**src/hdl/edt_pkg.sv**
```systemverilog
// ============================================================================
// edt_pkg
// Shared types and constants for the Euclidean distance (tenths) core.
// ============================================================================
package edt_pkg;

  // Input element value width
  localparam int unsigned VALUE_W = 10;
  // Width of one squared difference
  localparam int unsigned SQ_W = 2 * VALUE_W;
  // Result width and saturation value
  localparam int unsigned DIST_W = 17;
  localparam logic [DIST_W-1:0] DIST_MAX = 17'd131071;

  // Stream data widths (payload padded to whole bytes)
  localparam int unsigned S_TDATA_W = 16;
  localparam int unsigned M_TDATA_W = 24;

  // Result queue between accumulator and root unit
  localparam int unsigned QUEUE_DEPTH = 4;
  localparam int unsigned QUEUE_PTR_W = 2;
  localparam int unsigned QUEUE_CNT_W = 3;

  // Element action codes carried on tuser
  typedef enum logic {
    ACT_REF  = 1'b0,
    ACT_CAND = 1'b1
  } action_e;

endpackage

```
**src/hdl/euclidean_distance_tenths_core.sv**
```systemverilog
// ============================================================================
// euclidean_distance_tenths_core
// Streams vector elements, keeps a reference vector and returns the Euclidean
// distance of each candidate vector to it, in tenths, rounded to nearest.
// ============================================================================
// The core takes one element per cycle while tready is high: tuser selects
// reference load or candidate, tlast ends the vector. A three-stage
// accumulator (memory read, square, add) feeds finished sums into a four-entry
// queue. A shared square root unit then works on one result at a time (load,
// 17 two-bit steps at the default MAX_DIM of 64, round, hand-off) and only
// pops the next sum once the last result is taken, so tready drops when the
// queue plus results still in the accumulator fill it. Elements beyond
// MAX_DIM are dropped and flag the result through m_axis_tuser.
module euclidean_distance_tenths_core #(
  parameter int unsigned MAX_DIM = 64
) (
  input  logic                               clk_i,
  input  logic                               rst_ni,
  input  logic                               s_axis_tvalid,
  output logic                               s_axis_tready,
  input  logic [edt_pkg::S_TDATA_W-1:0]      s_axis_tdata,  // [9:0] element_value
  input  logic [0:0]                         s_axis_tuser,  // [0] action
  input  logic                               s_axis_tlast,
  output logic                               m_axis_tvalid,
  input  logic                               m_axis_tready,
  output logic [edt_pkg::M_TDATA_W-1:0]      m_axis_tdata,  // [16:0] distance_tenths
  output logic [0:0]                         m_axis_tuser   // [0] too_long
);

  localparam int unsigned SUM_W = edt_pkg::SQ_W + $clog2(MAX_DIM);
  localparam int unsigned DW    = edt_pkg::DIST_W;

  logic                            push;
  logic [SUM_W-1:0]                push_sum;
  logic                            push_long;
  logic [edt_pkg::QUEUE_CNT_W-1:0] free;
  logic                            q_valid;
  logic [SUM_W:0]                  q_data;
  logic                            q_pop;
  logic [DW-1:0]                   distance;
  logic                            too_long;

  edt_front #(
    .MAX_DIM (MAX_DIM),
    .SUM_W   (SUM_W)
  ) u_front (
    .clk_i         (clk_i),
    .rst_ni        (rst_ni),
    .s_axis_tvalid (s_axis_tvalid),
    .s_axis_tready (s_axis_tready),
    .value_i       (s_axis_tdata[edt_pkg::VALUE_W-1:0]),
    .action_i      (s_axis_tuser[0]),
    .last_i        (s_axis_tlast),
    .free_i        (free),
    .push_o        (push),
    .push_sum_o    (push_sum),
    .push_long_o   (push_long)
  );

  edt_fifo #(
    .DATA_W (SUM_W + 1)
  ) u_fifo (
    .clk_i       (clk_i),
    .rst_ni      (rst_ni),
    .push_i      (push),
    .push_data_i ({push_long, push_sum}),
    .pop_i       (q_pop),
    .valid_o     (q_valid),
    .data_o      (q_data),
    .free_o      (free)
  );

  edt_back #(
    .SUM_W (SUM_W)
  ) u_back (
    .clk_i         (clk_i),
    .rst_ni        (rst_ni),
    .q_valid_i     (q_valid),
    .q_sum_i       (q_data[SUM_W-1:0]),
    .q_long_i      (q_data[SUM_W]),
    .q_pop_o       (q_pop),
    .m_axis_tvalid (m_axis_tvalid),
    .m_axis_tready (m_axis_tready),
    .dist_o        (distance),
    .too_long_o    (too_long)
  );

  // Pad result to whole bytes
  assign m_axis_tdata = {(edt_pkg::M_TDATA_W - DW)'(0), distance};
  assign m_axis_tuser = too_long;

endmodule

```
**src/hdl/edt_front.sv**
```systemverilog
// ============================================================================
// edt_front
// Element front end: stores reference elements, squares candidate differences
// and accumulates them, then hands each finished candidate sum to the queue.
// ============================================================================
module edt_front #(
  parameter int unsigned MAX_DIM = 64,
  parameter int unsigned SUM_W   = 26
) (
  input  logic                                clk_i,
  input  logic                                rst_ni,
  input  logic                                s_axis_tvalid,
  output logic                                s_axis_tready,
  input  logic [edt_pkg::VALUE_W-1:0]         value_i,
  input  logic                                action_i,
  input  logic                                last_i,
  input  logic [edt_pkg::QUEUE_CNT_W-1:0]     free_i,
  output logic                                push_o,
  output logic [SUM_W-1:0]                    push_sum_o,
  output logic                                push_long_o
);

  localparam int unsigned POS_W  = $clog2(MAX_DIM + 1);
  localparam int unsigned ADDR_W = (MAX_DIM > 1) ? $clog2(MAX_DIM) : 1;
  localparam int unsigned VW     = edt_pkg::VALUE_W;
  localparam int unsigned SW     = edt_pkg::SQ_W;

  // Element position and overflow tracking
  logic [POS_W-1:0] pos_q, pos_d;
  logic             ovf_q, ovf_d;

  // Reference vector storage
  logic [VW-1:0] ref_mem [MAX_DIM];

  // Stage 1: reference read
  logic          s1_valid_q;
  logic          s1_add_q;
  logic          s1_res_q;
  logic          s1_last_q;
  logic          s1_long_q;
  logic [VW-1:0] s1_val_q;
  logic [VW-1:0] s1_ref_q;

  // Stage 2: squared difference
  logic          s2_valid_q;
  logic          s2_add_q;
  logic          s2_res_q;
  logic          s2_last_q;
  logic          s2_long_q;
  logic [SW-1:0] s2_sq_q;

  logic [SUM_W-1:0] sum_q, sum_d;

  logic              accept;
  logic              in_range;
  logic              is_cand;
  logic [ADDR_W-1:0] addr;
  logic [VW-1:0]     diff;
  logic [SW-1:0]     sq;
  logic [1:0]        pend;
  logic [SUM_W-1:0]  sum_next;

  // Reserve a queue slot for every result still in the pipe
  assign pend          = {1'b0, s1_valid_q & s1_res_q} + {1'b0, s2_valid_q & s2_res_q};
  assign s_axis_tready = edt_pkg::QUEUE_CNT_W'(pend) < free_i;
  assign accept        = s_axis_tvalid & s_axis_tready;

  assign in_range = pos_q != POS_W'(MAX_DIM);
  assign is_cand  = action_i == edt_pkg::ACT_CAND;
  assign addr     = pos_q[ADDR_W-1:0];

  // Advance position, saturate at the end, restart on last
  always_comb begin
    pos_d = pos_q;
    ovf_d = ovf_q;
    if (accept) begin
      if (in_range) begin
        pos_d = pos_q + POS_W'(1);
      end else begin
        ovf_d = 1'b1;
      end
      if (last_i) begin
        pos_d = '0;
        ovf_d = 1'b0;
      end
    end
  end

  // Square the difference
  always_comb begin
    diff = (s1_val_q >= s1_ref_q) ? (s1_val_q - s1_ref_q) : (s1_ref_q - s1_val_q);
    sq   = SW'(diff) * SW'(diff);
  end

  // Accumulate; clear at the end of each vector
  always_comb begin
    sum_next = sum_q + (s2_add_q ? SUM_W'(s2_sq_q) : '0);
    sum_d    = sum_q;
    if (s2_valid_q) begin
      sum_d = s2_last_q ? '0 : sum_next;
    end
  end

  assign push_o      = s2_valid_q & s2_res_q;
  assign push_sum_o  = sum_next;
  assign push_long_o = s2_long_q;

  // Control state
  always_ff @(posedge clk_i or negedge rst_ni) begin
    if (!rst_ni) begin
      pos_q      <= '0;
      ovf_q      <= 1'b0;
      s1_valid_q <= 1'b0;
      s2_valid_q <= 1'b0;
      sum_q      <= '0;
    end else begin
      pos_q      <= pos_d;
      ovf_q      <= ovf_d;
      s1_valid_q <= accept;
      s2_valid_q <= s1_valid_q;
      sum_q      <= sum_d;
    end
  end

  // Memory and stage payload
  always_ff @(posedge clk_i) begin
    if (accept && in_range) begin
      if (is_cand) begin
        s1_ref_q <= ref_mem[addr];
      end else begin
        ref_mem[addr] <= value_i;
      end
    end
    if (accept) begin
      s1_add_q  <= is_cand & in_range;
      s1_res_q  <= is_cand & last_i;
      s1_last_q <= last_i;
      s1_long_q <= ovf_q | ~in_range;
      s1_val_q  <= value_i;
    end
    if (s1_valid_q) begin
      s2_add_q  <= s1_add_q;
      s2_res_q  <= s1_res_q;
      s2_last_q <= s1_last_q;
      s2_long_q <= s1_long_q;
      s2_sq_q   <= sq;
    end
  end

endmodule

```
**src/hdl/edt_fifo.sv**
```systemverilog
// ============================================================================
// edt_fifo
// Small result queue between the accumulator and the square root unit.
// ============================================================================
module edt_fifo #(
  parameter int unsigned DATA_W = 27
) (
  input  logic                                clk_i,
  input  logic                                rst_ni,
  input  logic                                push_i,
  input  logic [DATA_W-1:0]                   push_data_i,
  input  logic                                pop_i,
  output logic                                valid_o,
  output logic [DATA_W-1:0]                   data_o,
  output logic [edt_pkg::QUEUE_CNT_W-1:0]     free_o
);

  localparam int unsigned PW = edt_pkg::QUEUE_PTR_W;
  localparam int unsigned CW = edt_pkg::QUEUE_CNT_W;

  logic [DATA_W-1:0] mem_q [edt_pkg::QUEUE_DEPTH];
  logic [PW-1:0]     wr_ptr_q, rd_ptr_q;
  logic [CW-1:0]     count_q;
  logic              do_pop;

  assign valid_o = count_q != '0;
  assign data_o  = mem_q[rd_ptr_q];
  assign free_o  = CW'(edt_pkg::QUEUE_DEPTH) - count_q;
  assign do_pop  = pop_i & valid_o;

  // Track pointers and fill level
  always_ff @(posedge clk_i or negedge rst_ni) begin
    if (!rst_ni) begin
      wr_ptr_q <= '0;
      rd_ptr_q <= '0;
      count_q  <= '0;
    end else begin
      if (push_i) begin
        wr_ptr_q <= wr_ptr_q + PW'(1);
      end
      if (do_pop) begin
        rd_ptr_q <= rd_ptr_q + PW'(1);
      end
      count_q <= count_q + CW'(push_i) - CW'(do_pop);
    end
  end

  // Store entries
  always_ff @(posedge clk_i) begin
    if (push_i) begin
      mem_q[wr_ptr_q] <= push_data_i;
    end
  end

endmodule

```
**src/hdl/edt_back.sv**
```systemverilog
// ============================================================================
// edt_back
// Square root unit: takes a queued sum, computes round(sqrt(100 * sum)) two
// bits per cycle and holds the result in the output register.
// ============================================================================
module edt_back #(
  parameter int unsigned SUM_W = 26
) (
  input  logic                              clk_i,
  input  logic                              rst_ni,
  input  logic                              q_valid_i,
  input  logic [SUM_W-1:0]                  q_sum_i,
  input  logic                              q_long_i,
  output logic                              q_pop_o,
  output logic                              m_axis_tvalid,
  input  logic                              m_axis_tready,
  output logic [edt_pkg::DIST_W-1:0]        dist_o,
  output logic                              too_long_o
);

  localparam int unsigned SCL_W = SUM_W + 7;
  localparam int unsigned LP_W  = SCL_W + (SCL_W % 2);
  localparam int unsigned RT_W  = LP_W / 2 + 1;
  localparam int unsigned DW    = edt_pkg::DIST_W;

  typedef enum logic [1:0] {
    ST_IDLE,
    ST_RUN,
    ST_ROUND,
    ST_OUT
  } state_e;

  state_e            state_q;
  logic [LP_W-1:0]   rem_q, root_q, bit_q;
  logic              long_q;
  logic              out_valid_q;
  logic [DW-1:0]     dist_q;
  logic              too_long_q;

  logic [LP_W-1:0]   scaled;
  logic [LP_W:0]     trial;
  logic              ge;
  logic [RT_W-1:0]   rounded;
  logic [31:0]       rounded32;
  logic [DW-1:0]     dist_sat;

  // Scale by one hundred with shifts
  assign scaled = (LP_W'(q_sum_i) << 6) + (LP_W'(q_sum_i) << 5) + (LP_W'(q_sum_i) << 2);

  // One restoring step
  assign trial = {1'b0, root_q} + {1'b0, bit_q};
  assign ge    = {1'b0, rem_q} >= trial;

  // Round to nearest using the remainder, then saturate
  assign rounded   = root_q[RT_W-1:0] + RT_W'(rem_q > root_q);
  assign rounded32 = 32'(rounded);
  assign dist_sat  = (rounded32 > 32'(edt_pkg::DIST_MAX)) ? edt_pkg::DIST_MAX
                                                            : rounded32[DW-1:0];

  assign q_pop_o       = (state_q == ST_IDLE) & q_valid_i;
  assign m_axis_tvalid = out_valid_q;
  assign dist_o        = dist_q;
  assign too_long_o    = too_long_q;

  // Sequence load, iterate, round and hand off
  always_ff @(posedge clk_i or negedge rst_ni) begin
    if (!rst_ni) begin
      state_q     <= ST_IDLE;
      rem_q       <= '0;
      root_q      <= '0;
      bit_q       <= '0;
      long_q      <= 1'b0;
      out_valid_q <= 1'b0;
      dist_q      <= '0;
      too_long_q  <= 1'b0;
    end else begin
      unique case (state_q)
        ST_IDLE: begin
          if (q_valid_i) begin
            rem_q   <= scaled;
            root_q  <= '0;
            bit_q   <= LP_W'(1) << (LP_W - 2);
            long_q  <= q_long_i;
            state_q <= ST_RUN;
          end
        end
        ST_RUN: begin
          if (ge) begin
            rem_q  <= rem_q - trial[LP_W-1:0];
            root_q <= (root_q >> 1) + bit_q;
          end else begin
            root_q <= root_q >> 1;
          end
          bit_q <= bit_q >> 2;
          if (bit_q[0]) begin
            state_q <= ST_ROUND;
          end
        end
        ST_ROUND: begin
          dist_q      <= dist_sat;
          too_long_q  <= long_q;
          out_valid_q <= 1'b1;
          state_q     <= ST_OUT;
        end
        ST_OUT: begin
          if (m_axis_tready) begin
            out_valid_q <= 1'b0;
            state_q     <= ST_IDLE;
          end
        end
        default: begin
          state_q <= ST_IDLE;
        end
      endcase
    end
  end

endmodule

```
**config.mk**
```make
export PLATFORM = sky130hd
export DESIGN_NAME = euclidean_distance_tenths_core
export DESIGN_NICKNAME = d
export VERILOG_FILES = /design/src/hdl/edt_pkg.sv /design/src/hdl/euclidean_distance_tenths_core.sv /design/src/hdl/edt_front.sv /design/src/hdl/edt_fifo.sv /design/src/hdl/edt_back.sv
export SDC_FILE = /design/constraint.sdc
export NUM_CORES = 2
export LEC_CHECK = 0
export ABC_AREA = 1
export ABC_CLOCK_PERIOD_IN_PS = 5500
export BUFFER_PORTS_ARGS = -buffer_cell sky130_fd_sc_hd__buf_2
export CAP_MARGIN = 20
export CORE_ASPECT_RATIO = 0.75
export CORE_MARGIN = 1
export CORE_UTILIZATION = 30
export CTS_CLUSTER_SIZE = 16
export DETAILED_ROUTE_END_ITERATION = 10
export GPL_ROUTABILITY_DRIVEN = 0
export PLACE_DENSITY_LB_ADDON = 0.1
export SLEW_MARGIN = 20
export SYNTH_ARGS = -nofsm -noshare
export SYNTH_HDL_FRONTEND = slang
export SYNTH_HIERARCHICAL = 1
export SYNTH_SLANG_ARGS = --single-unit
```
**constraint.sdc**
```tcl
create_clock -name clk_i -period 5.5 [get_ports clk_i]
set_input_delay 0.825 -clock clk_i [delete_from_list [all_inputs] [get_ports clk_i]]
set_output_delay 0.825 -clock clk_i [all_outputs]
set_load 0.01 [all_outputs]
```
==> metrics.md <==
| Metric | Value |
|---|---|
| Clock Path Buffers | 3 |
| M3 GR Usage | 0.0359 |
| Min Tclk post-route | 5.82 ns |
| Warnings, synthesis | 6 |
| DR DRC count | 0 |
| Worst path max stage delay | 0.52 ns |
| Crit Path Class | register to register |
| Clock Skew | 0.0751 ns |
| Worst setup SP type | register |
| Yosys top cell by area | edfxtp_1 |
| Global route overflow | 0 |
| Hold WC Path Type | primary input to register |
| Hpwl dp | 117000 um |
| Pre-CTS WS | -0.574 ns |
| Library cells used by synthesis | 61 |
| I/O Buffers | 35 |
| Filler cell count | 16900 |
| Final hold viol count | 0 |
| Status | complete, but fails checks |
| CTS tree | done |
| Vias/cell | 4.86 |
| Seq/Total Area, Yosys | 0.548 |
| Final WS setup | -0.321 ns |
| Die footprint | 170000 um2 |
| Layout overhead on the synthesized area | 17.7% |
| Vias | 37700 |
| First-pass GRT wire length | 244000 um |
| CORE AREA | 166000 um2 |
| Crit share post-route | 1.06 |
| Die Y | 357 um |
| GRT Total Usage | 0.194 |
| Largest cells by area after synthesis | edfxtp_1, nand2_1, dfrtp_1 |
| Clock Latency Late Sink | 0.75 ns |
| WP data required | 6.00 ns |
| I/O pin cnt | 49 |
| Initial Util | 0.304 |
| Main synth FF type | edfxtp_1 |
| RSZ-0062 raised after global routing | true |
| Max-slew headroom | 0.221 |
| Die width | 475 um |
| Busiest grt layer | met1 |
| H-Tree Depth | 3 |
| Met1 usage | 0.315 |
| Fmax | 0.172 GHz |
| Drt pass-1 iters | 5 |
| Crit-path slowest cell | fa_2 |
| Initial DRC Count | 3681 |
| #FFs+latches synth | 945 |
| Maxcap violations | 0 |
| Worst slew pin tran | 1.17 ns |
| Fin. max-slew vios | 0 |
| CP Capture Type | register |
| Synth Instances | 5125 |
| DRT antenna net count | 0 |
| Routed WL | 165000 um |
| Std cell rows | 129 |
| FF-to-FF setup slack | -0.32 ns |
| Worst path most repeated cell | nand2_1 |
| Failing checks | setup timing |
| Num CTS Buffers | 101 |
| Area of the mapped netlist | 50400 um2 |
| Syn Area/Cell | 9.84 um2 |
| Commonest non-fill, non-tap cell in the layout | nand2_1 |
| M2 GR Usage | 0.264 |
| Initial antenna violation count | 12 |
| Share of cells above drive strength 1 | 0.127 |
| Commonest non-fill, non-tap cells in the layout | nand2_1, edfxtp_1, inv_1 |
| Clock sink count | 945 |
| Setup-failing EPs final | 11 |
| EDFF count, synth | 795 |
| Clock-pin transition on the worst setup and hold timing paths | 0.06 ns |
| Largest net degree at the start of global routing | 114 |
| Post-synth top area share | 0.473 |
| Root Buffer | clkbuf_16 |
| FFs w/ async S/R, synth | 0.159 |
| Worst EP arrival | 6.32 ns |
| CP max FO | 7 |
| Vias in the first global route | 35900 |
| WL/cell | 21.3 um |
| # nets final | 5777 |
[metrics by stage]
| stage | instances | cell area, um2 | util | setup TNS, ns | hold WS (ns) |
|---|---|---|---|---|---|
| floorplan | 5131 | 50600 | - | -0.746 | 0.400 |
| finish | 7758 | 59300 | 0.358 | -2.87 | 0.367 |
| global route | 7754 | 59300 | 0.358 | -6.48 | 0.344 |
| detailed placement | 7544 | 55200 | 0.333 | -5.67 | 0.421 |
| global placement | 7544 | 55200 | 0.333 | -5.93 | 0.402 |
| CTS | 7743 | 58900 | 0.355 | -3.24 | 0.294 |
[per-layer routing]
| layer | up-vias | share of wire | wire (um) |
|---|---|---|---|
| met5 | - | 0.00013 | 21 |
| met4 | 4 | 0.014 | 2380 |
| met3 | 153 | 0.064 | 10600 |
| met2 | 962 | 0.39 | 64700 |
| met1 | 18500 | 0.53 | 87700 |
| li1 | 18100 | - | - |
[kinds of logic after synthesis]
family                     after synthesis  synth area share
other                                    1         0.0000744
adders and majority gates              315            0.0893
muxes                                    3           0.00112
AOI/OAI and AO/OA                      690            0.0849
buffers and inverters                  787            0.0636
and+or+nand+nor                       2254             0.189
DFF                                    945             0.548
xor gates and xnor gates               130            0.0237
[cells in the mapped netlist (all sizes together) (2+ instances only)]
cell type	instances
nand4	119
xnor2	32
nand2	1351
nor2	380
or2	7
nor4	8
nand3	311
o21ai	201
a31oi	27
a22oi	102
o2111ai	7
a221oi	45
fa	75
and2	3
clkbuf	60
o2bb2ai	8
ha	240
nand3b	17
and3	21
clkinv	4
dfrtp	150
edfxtp	795
o211ai	8
buf	101
nor3	36
inv	622
a21o	16
xor2	98
a21oi	187
o21bai	22
a211oi	4
a22o	24
mux2i	2
o22ai	20
a21boi	4
o21a	7
o31ai	2
[state kept, by name (all words and copies together), names as in the netlist, 17 cells and up]
signal	flops
u_front/ref_mem	640
u_back/bit_q	17
u_front/s2_sq_q	19
u_fifo/mem_q	108
u_back/dist_o	17
u_front/sum_q	26
u_back/rem_q	34
u_back/root_q	34
[final cells by class]
cell class                 instances  area [um2]  area share
tap                             2227        2790      0.0470
multi-input combinational       3399       20300       0.342
inverter                         626        2360      0.0399
timing repair buffer             367        2860      0.0482
sequential                       945       27600       0.466
clock buffer                     130        2720      0.0458
clock inverter                    57         659      0.0111
antenna                            7        17.5    0.000295
[final timing paths]
check | depth (start not counted) | end | startpoint
worst max-delay path | 28 | u_front/s2_sq_q[14] | u_front/s1_val_q[0]
worst min-delay path | 3 | u_front/s1_res_q | s_axis_tuser
worst max register to register | 28 | u_front/s2_sq_q[14] | u_front/s1_val_q[0]
worst min register to register | 0 | u_front/s2_add_q | u_front/s1_add_q
max in group asynchronous | 3 | u_front/pos_q[4] | rst_ni
min in group asynchronous | 2 | u_back/dist_o[16] | rst_ni
[what timing repair did]
item                                    in CTS  in global routing
hold buffers                                 1                  0
endpoints found under the setup margin      13                 14
buffers inserted                            11                  9
resized for setup                           46                 62
pin swaps                                   34                 22
endpoints found under the hold margin       37                  0
gates cloned                                 0                  0
[worst max-delay path, delay by kind of cell (launching register included)]
kind | cells | cell delay, ns
and+or+nand+nor | 9 | 0.60
buffers and inverters | 8 | 0.82
adders and majority gates | 8 | 3.19
DFF | 1 | 0.40
muxes | 1 | 0.22
xor gates and xnor gates | 2 | 0.34
Power is left out: the tool's default activity adds up to more than one toggle a clock period on the data nets, which glitch-free logic cannot reach.
